### config.mk
export PLATFORM = sky130hd
export DESIGN_NAME = kline_block_receiver
export DESIGN_NICKNAME = d
export VERILOG_FILES = /design/src/hw/rtl/kbr_pkg.sv /design/src/hw/rtl/kbr_step.sv /design/src/hw/rtl/kline_block_receiver.sv
export SDC_FILE = /design/constraint.sdc
export NUM_CORES = 1
export LEC_CHECK = 0
export ABC_AREA = 1
export BUFFER_PORTS_ARGS = -buffer_cell sky130_fd_sc_hd__buf_2
export CAP_MARGIN = 20
export CORE_MARGIN = 4
export CORE_UTILIZATION = 39
export DETAILED_ROUTE_END_ITERATION = 16
export PLACE_DENSITY = 0.61
export SYNTH_ARGS = -nofsm -noshare
export SYNTH_HDL_FRONTEND = slang
export SYNTH_SLANG_ARGS = --single-unit
### constraint.sdc
create_clock -name clk -period 3.4 [get_ports clk]
set_input_delay 0.34 -clock clk [delete_from_list [all_inputs] [get_ports clk]]
set_output_delay 0.34 -clock clk [all_outputs]
set_load 0.01 [all_outputs]
### src/hw/rtl/kbr_pkg.sv
// Shared types, codes and helpers for the K-line block receiver.
package kbr_pkg;

  localparam logic [7:0] ANSWER_BASE = 8'hFF;
  localparam logic [7:0] END_BYTE    = 8'h03;
  localparam logic [7:0] TITLE_ACK   = 8'h09;
  localparam logic [7:0] TITLE_ZERO  = 8'h00;
  localparam logic [7:0] COUNT_MAX   = 8'd255;
  localparam logic [7:0] COUNT_FIRST = 8'd1;
  localparam logic [7:0] MIN_LENGTH  = 8'd3;

  typedef enum logic [1:0] {
    CMD_UNIT_BYTE = 2'd0,
    CMD_ECHO      = 2'd1,
    CMD_OWN_SENT  = 2'd2,
    CMD_START     = 2'd3
  } cmd_t;

  typedef enum logic [2:0] {
    PH_LEN   = 3'd0,
    PH_CNT   = 3'd1,
    PH_TITLE = 3'd2,
    PH_DATA  = 3'd3,
    PH_END   = 3'd4,
    PH_ECHO  = 3'd5
  } phase_t;

  typedef enum logic [2:0] {
    ERR_NONE    = 3'd0,
    ERR_ECHO    = 3'd1,
    ERR_COUNTER = 3'd2,
    ERR_END     = 3'd3,
    ERR_SHORT   = 3'd4
  } err_t;

  typedef struct packed {
    phase_t     phase;
    phase_t     resume_phase;
    logic [7:0] bytes_left;
    logic [7:0] block_counter;
    logic       ready_flag;
    logic [7:0] expected_echo;
    logic [7:0] title_reg;
    logic [7:0] payload_pos;
  } state_t;

  typedef struct packed {
    logic       tx_valid;
    logic [7:0] tx_byte;
    logic       data_valid;
    logic [7:0] data_index;
    logic [7:0] data_byte;
    logic       block_done;
    logic [7:0] block_title;
    err_t       error_code;
    logic       ready_res;
    logic [7:0] counter_now;
  } result_t;

  // Wrap 255 (and the impossible 0) back to 1.
  function automatic logic [7:0] advance_count(input logic [7:0] c);
    if (c == COUNT_MAX || c == 8'd0) begin
      return COUNT_FIRST;
    end
    return c + 8'd1;
  endfunction

endpackage

### src/hw/rtl/kbr_step.sv
// Next-state and result logic for one received word.
module kbr_step (
  input  kbr_pkg::state_t  st,
  input  kbr_pkg::cmd_t    command,
  input  logic [7:0]       rx_byte,
  output kbr_pkg::state_t  st_next,
  output kbr_pkg::result_t res
);

  logic [7:0]        ans;
  logic [7:0]        left_dec;
  logic              tx_valid;
  logic              data_valid;
  logic              done;
  kbr_pkg::err_t     err;

  assign ans      = kbr_pkg::ANSWER_BASE - rx_byte;
  assign left_dec = (st.bytes_left != 8'd0) ? st.bytes_left - 8'd1 : 8'd0;

  always_comb begin
    st_next    = st;
    tx_valid   = 1'b0;
    data_valid = 1'b0;
    done       = 1'b0;
    err        = kbr_pkg::ERR_NONE;
    case (command)
      kbr_pkg::CMD_UNIT_BYTE: begin
        if (st.phase == kbr_pkg::PH_ECHO) begin
          err           = kbr_pkg::ERR_ECHO;
          st_next.phase = kbr_pkg::PH_LEN;
        end else if (st.phase == kbr_pkg::PH_END) begin
          if (rx_byte == kbr_pkg::END_BYTE) begin
            done                  = 1'b1;
            st_next.block_counter = kbr_pkg::advance_count(st.block_counter);
            if (st.title_reg == kbr_pkg::TITLE_ACK || st.title_reg == kbr_pkg::TITLE_ZERO) begin
              st_next.ready_flag = 1'b1;
            end
          end else begin
            err = kbr_pkg::ERR_END;
          end
          st_next.phase = kbr_pkg::PH_LEN;
        end else if (st.phase == kbr_pkg::PH_LEN && rx_byte < kbr_pkg::MIN_LENGTH) begin
          err = kbr_pkg::ERR_SHORT;
        end else begin
          tx_valid              = 1'b1;
          st_next.expected_echo = ans;
          case (st.phase)
            kbr_pkg::PH_LEN: begin
              st_next.bytes_left   = rx_byte - kbr_pkg::MIN_LENGTH;
              st_next.resume_phase = kbr_pkg::PH_CNT;
              st_next.phase        = kbr_pkg::PH_ECHO;
            end
            kbr_pkg::PH_CNT: begin
              if (rx_byte != st.block_counter) begin
                err           = kbr_pkg::ERR_COUNTER;
                st_next.phase = kbr_pkg::PH_LEN;
              end else begin
                st_next.resume_phase = kbr_pkg::PH_TITLE;
                st_next.phase        = kbr_pkg::PH_ECHO;
              end
            end
            kbr_pkg::PH_TITLE: begin
              st_next.title_reg    = rx_byte;
              st_next.payload_pos  = 8'd0;
              st_next.resume_phase = (st.bytes_left != 8'd0) ? kbr_pkg::PH_DATA
                                                             : kbr_pkg::PH_END;
              st_next.phase        = kbr_pkg::PH_ECHO;
            end
            kbr_pkg::PH_DATA: begin
              data_valid           = 1'b1;
              st_next.payload_pos  = st.payload_pos + 8'd1;
              st_next.bytes_left   = left_dec;
              st_next.resume_phase = (left_dec != 8'd0) ? kbr_pkg::PH_DATA
                                                        : kbr_pkg::PH_END;
              st_next.phase        = kbr_pkg::PH_ECHO;
            end
            default: begin
              // unknown phase: drop the word and recover
              tx_valid      = 1'b0;
              st_next.phase = kbr_pkg::PH_LEN;
            end
          endcase
        end
      end
      kbr_pkg::CMD_ECHO: begin
        if (st.phase == kbr_pkg::PH_ECHO) begin
          if (rx_byte == st.expected_echo) begin
            st_next.phase = st.resume_phase;
          end else begin
            err           = kbr_pkg::ERR_ECHO;
            st_next.phase = kbr_pkg::PH_LEN;
          end
        end
      end
      kbr_pkg::CMD_OWN_SENT: begin
        st_next.block_counter = kbr_pkg::advance_count(st.block_counter);
      end
      default: begin
        st_next.phase         = kbr_pkg::PH_LEN;
        st_next.resume_phase  = kbr_pkg::PH_LEN;
        st_next.bytes_left    = 8'd0;
        st_next.expected_echo = 8'd0;
        st_next.title_reg     = 8'd0;
        st_next.payload_pos   = 8'd0;
        st_next.block_counter = kbr_pkg::COUNT_FIRST;
        st_next.ready_flag    = 1'b0;
      end
    endcase
  end

  always_comb begin
    res.tx_valid    = tx_valid;
    res.tx_byte     = tx_valid ? ans : 8'd0;
    res.data_valid  = data_valid;
    res.data_index  = data_valid ? st.payload_pos : 8'd0;
    res.data_byte   = data_valid ? rx_byte : 8'd0;
    res.block_done  = done;
    res.block_title = st_next.title_reg;
    res.error_code  = err;
    res.ready_res   = st_next.ready_flag;
    res.counter_now = st_next.block_counter;
  end

endmodule

### src/hw/rtl/kline_block_receiver.sv
// Top level of the K-line block receiver: state, result register, handshakes.
//
// Each input word (a unit byte, an echo, an own-block-sent or a session-start
// command) produces exactly one result word. The block state updates in the
// same cycle that the word is accepted, and the result is held in a single
// output register, so one word is taken every cycle; the only limit is the
// output side, and a new word is accepted whenever the output register is
// empty or is being emptied in that cycle. The result appears in the cycle
// after the word is accepted.
module kline_block_receiver (
  input  logic       clk,
  input  logic       rst,
  input  logic       in_valid,
  output logic       in_stall,
  input  logic [1:0] command,
  input  logic [7:0] rx_byte,
  output logic       out_valid,
  input  logic       out_stall,
  output logic       tx_valid,
  output logic [7:0] tx_byte,
  output logic       data_valid,
  output logic [7:0] data_index,
  output logic [7:0] data_byte,
  output logic       block_done,
  output logic [7:0] block_title,
  output logic [2:0] error_code,
  output logic       ready_res,
  output logic [7:0] counter_now
);

  kbr_pkg::state_t  st;
  kbr_pkg::state_t  st_next;
  kbr_pkg::result_t res_next;
  kbr_pkg::result_t res;
  logic             in_take;

  assign in_stall = out_valid && out_stall;
  assign in_take  = in_valid && !in_stall;

  kbr_step u_step (
    .st      (st),
    .command (kbr_pkg::cmd_t'(command)),
    .rx_byte (rx_byte),
    .st_next (st_next),
    .res     (res_next)
  );

  always_ff @(posedge clk) begin
    if (rst) begin
      st.phase         <= kbr_pkg::PH_LEN;
      st.resume_phase  <= kbr_pkg::PH_LEN;
      st.bytes_left    <= 8'd0;
      st.block_counter <= kbr_pkg::COUNT_FIRST;
      st.ready_flag    <= 1'b0;
      st.expected_echo <= 8'd0;
      st.title_reg     <= 8'd0;
      st.payload_pos   <= 8'd0;
    end else if (in_take) begin
      st <= st_next;
    end
  end

  always_ff @(posedge clk) begin
    if (rst) begin
      out_valid <= 1'b0;
    end else if (in_take) begin
      out_valid <= 1'b1;
    end else if (!out_stall) begin
      out_valid <= 1'b0;
    end
  end

  // hold the result word while stalled
  always_ff @(posedge clk) begin
    if (in_take) begin
      res <= res_next;
    end
  end

  assign tx_valid    = res.tx_valid;
  assign tx_byte     = res.tx_byte;
  assign data_valid  = res.data_valid;
  assign data_index  = res.data_index;
  assign data_byte   = res.data_byte;
  assign block_done  = res.block_done;
  assign block_title = res.block_title;
  assign error_code  = res.error_code;
  assign ready_res   = res.ready_res;
  assign counter_now = res.counter_now;

  a_data_clean: assert property (@(posedge clk) disable iff (rst)
    out_valid && data_valid |-> tx_valid && error_code == kbr_pkg::ERR_NONE)
    else $error("data word reported with error or without answer");

  a_done_quiet: assert property (@(posedge clk) disable iff (rst)
    out_valid && block_done |-> !tx_valid && error_code == kbr_pkg::ERR_NONE)
    else $error("block end answered or flagged as error");

  a_counter_nz: assert property (@(posedge clk) disable iff (rst)
    st.block_counter != 8'd0)
    else $error("block counter reached zero");

  a_start_clear: assert property (@(posedge clk) disable iff (rst)
    in_take && command == kbr_pkg::CMD_START |=>
      st.block_counter == kbr_pkg::COUNT_FIRST && !st.ready_flag &&
      st.phase == kbr_pkg::PH_LEN)
    else $error("session start did not clear block state");

endmodule

==> run metrics <==
outcome=complete, no violations; hold slack=0.2956 ns; Synth async-reset ratio=0%; IO Pins=63; port bufs=62; Clock power frac=38.0%; Net Sw Frac=27.38%; Yosys top cell by area=edfxtp_1; vias in the first global route=4,115; Total GRT Usage=17.44%; dominant cells by area after synthesis=edfxtp_1 28%, dfxtp_1 19%, nand2_1 8.7%; Initial DRC Count=361; worst slew pin tran=0.8052 ns; area delta synth->final=15.19%; Synth Area per Inst=8.039 sq um; prevailing post-synth register cell=dfxtp_1; Crit Path Max Fanout=8; Synth top area share=28.46%; average wire per standard cell=14.46 um; Worst EP arrival=2.28 ns; DR vias/cell=5.055; Nets=699; most frequent cells after synthesis=115 x nand2_1, 91 x inv_1, 63 x nor2_1; flop2flop setup slack=1.21 ns; CTS Hold Bufs=0; max_cap viols=0; Root Buffer=clkbuf_16; Final WS setup=1.212 ns; Fillers=1,233; Internal=0.001983 W; crit path time final=2.188 ns; logic gate share of total power=14.3%; CTS Sinks=95; critical path type=reg2reg; setup bufs post-CTS=0; DIE WIDTH=120.8 um; largest net degree at the start of global routing=77; power density cells=477.9 mW/mm^2; starting density of the core=40.61%; cts repair resizes=0; Post-synth EDFFs=47; first-pass GRT wire length=20,420 um; synthesized cell area=0.004960 sq mm; CTS tree=done; Mapped Cells=617; library cell with the highest instance count after synthesis=nand2_1; share of total power in sequential cells=47.7%; count of state elements after synthesis=95; Post-Syn Nets=641; register area share after synthesis=47.83%; number of diodes=0; period utilization=64.35%; RSZ-0062 raised after global routing=no; hpwl dp=8929 um; Final Non-Filler Cells=848; 1st-pass router iterations=5; post-layout util=46.78%; Vert. Die Dim=120.8 um; Placed Cells=832; max-slew violations=0; pre-CTS worst setup slack=0.9681 ns; proportion of layout cells with a drive suffix above 1=16.32%; core region area=0.01221 sq mm; setup_tns=0 ns; synth unique cells=48; Core Rows=40; clock-pin slew on the worst setup and hold paths=0.07 ns; die area=0.01459 sq mm; Worst Clk Skew=0.005333 ns; Final ANT Viol Nets=0; Yosys warning count=0; leak pwr=2.526 nW; initial antenna violation count=0; GPL Wtd Cong=0.8913; Final setup viols=0; Inserted Clock Buffers=9; H-tree levels=3; worst hold-check path type=in2reg; Critical Path Start Type=flip-flop; Slew headroom=46.32%; Clock Latency Late Sink=0.34 ns; CP Capture Type=flip-flop; Fin. Hold Viols=0; Remaining DRCs=0; Clock Path Buffers=2; VDD IR max=182.7 uV; via count=4,287; NetSw=0.0007474 W; Detailed Route WL=12,270 um; GR Overflow Total=0; Peak Freq=0.4571 GHz; Critical Path RT=3.50 ns
## per-stage QoR
| step | instance area, sq um | power [W] |
|---|---|---|
| 6_report | 5713 | 0.002730 |
| 5_1_grt | 5713 | 0.002844 |
| 4_1_cts | 5713 | 0.002757 |
| 3_5_place_dp | 5406 | 0.001716 |
| 3_3_place_gp | 5406 | 0.001710 |
| 2_1_floorplan | 4960 | 0.001595 |
## logic make-up (layout without fill, tap and decap cells)
logic type	count (synthesis)	count (layout)	share of synthesized area [%]
and+or+nand+nor	254	254	23.21
DFF	95	95	47.83
xor gates and xnor gates	21	21	3.708
adders and majority gates	10	10	2.523
AOI/OAI and AO/OA	120	120	13.37
buffers and inverters	117	180	9.359
## path summary, 6_finish.rpt
| check | end | cells after the start | from |
|---|---|---|---|
| min | out_valid | 3 | out_stall |
| min reg2reg | st[20] | 2 | st[20] |
| max reg2reg | block_title[5] | 9 | st[45] |
| max | block_title[5] | 9 | st[45] |
## cell type report
class                   instances  area, sq um  share of cell area (%)
clock buffers                  10        239.0                   4.183
clock inverters                 6        67.56                   1.183
inverters                     101        382.9                   6.702
multi-input cells             405         2123                   37.17
flip-flops and latches         95         2372                   41.52
well taps                     168        210.2                   3.679
repair buffers                 63        317.8                   5.563
## per-layer routing
layer,vias to the layer above,routed length (um),track usage (%),share of wire [%]
li1,2135,-,-,-
met1,2012,5758,23.59,47
met2,122,5649,28.15,46
met3,18,598,2.479,4.9
met4,0,261,7.082,2.1
met5,-,0,0,0
## power by group through the flow
| stage | Clock (W) | Sequential (W) | Combinational [W] |
|---|---|---|---|
| floorplan | 0 | 0.00134 | 0.000259 |
| global placement | 0 | 0.00133 | 0.000383 |
| detailed placement | 0 | 0.00133 | 0.000389 |
| CTS | 0.00106 | 0.00130 | 0.000392 |
| global route | 0.00109 | 0.00131 | 0.000445 |
| finish | 0.00104 | 0.00130 | 0.000390 |
## state kept, by name (all words and copies together), names as in the netlist
name,flops
tx_valid,1
data_index,8
block_done,1
block_title,8
st,47
tx_byte,8
ready_res,1
data_valid,1
error_code,3
counter_now,8
out_valid,1
data_byte,8
## critical path, stage by stage, from the launching register on
cell and delay [ns]:
dfxtp_1 0.37, inv_1 0.09, nor2_1 0.12, inv_2 0.07, nor2_1 0.28, inv_1 0.08, a21oi_1 0.58, o22ai_1 0.15
nand2_1 0.14, inv_1 0.06
## cells in the final DEF (no fill, tap or decap), types with 4 or more instances in the layout
master	synthesis	routed
nand4_1	8	8
nor2_4	6	6
clkbuf_16	0	9
nor2_1	63	63
nand2_2	7	7
edfxtp_1	47	47
xor2_1	12	12
nor3_1	9	9
dfxtp_1	48	48
inv_1	91	90
nand3_1	36	36
a21oi_1	46	46
o21ai_0	45	45
o22ai_1	10	10
nand2_1	115	115
xnor2_1	9	9
o211ai_1	4	4
inv_2	7	8
buf_2	1	62
ha_1	10	10
(Power assumes the default switching activity.)
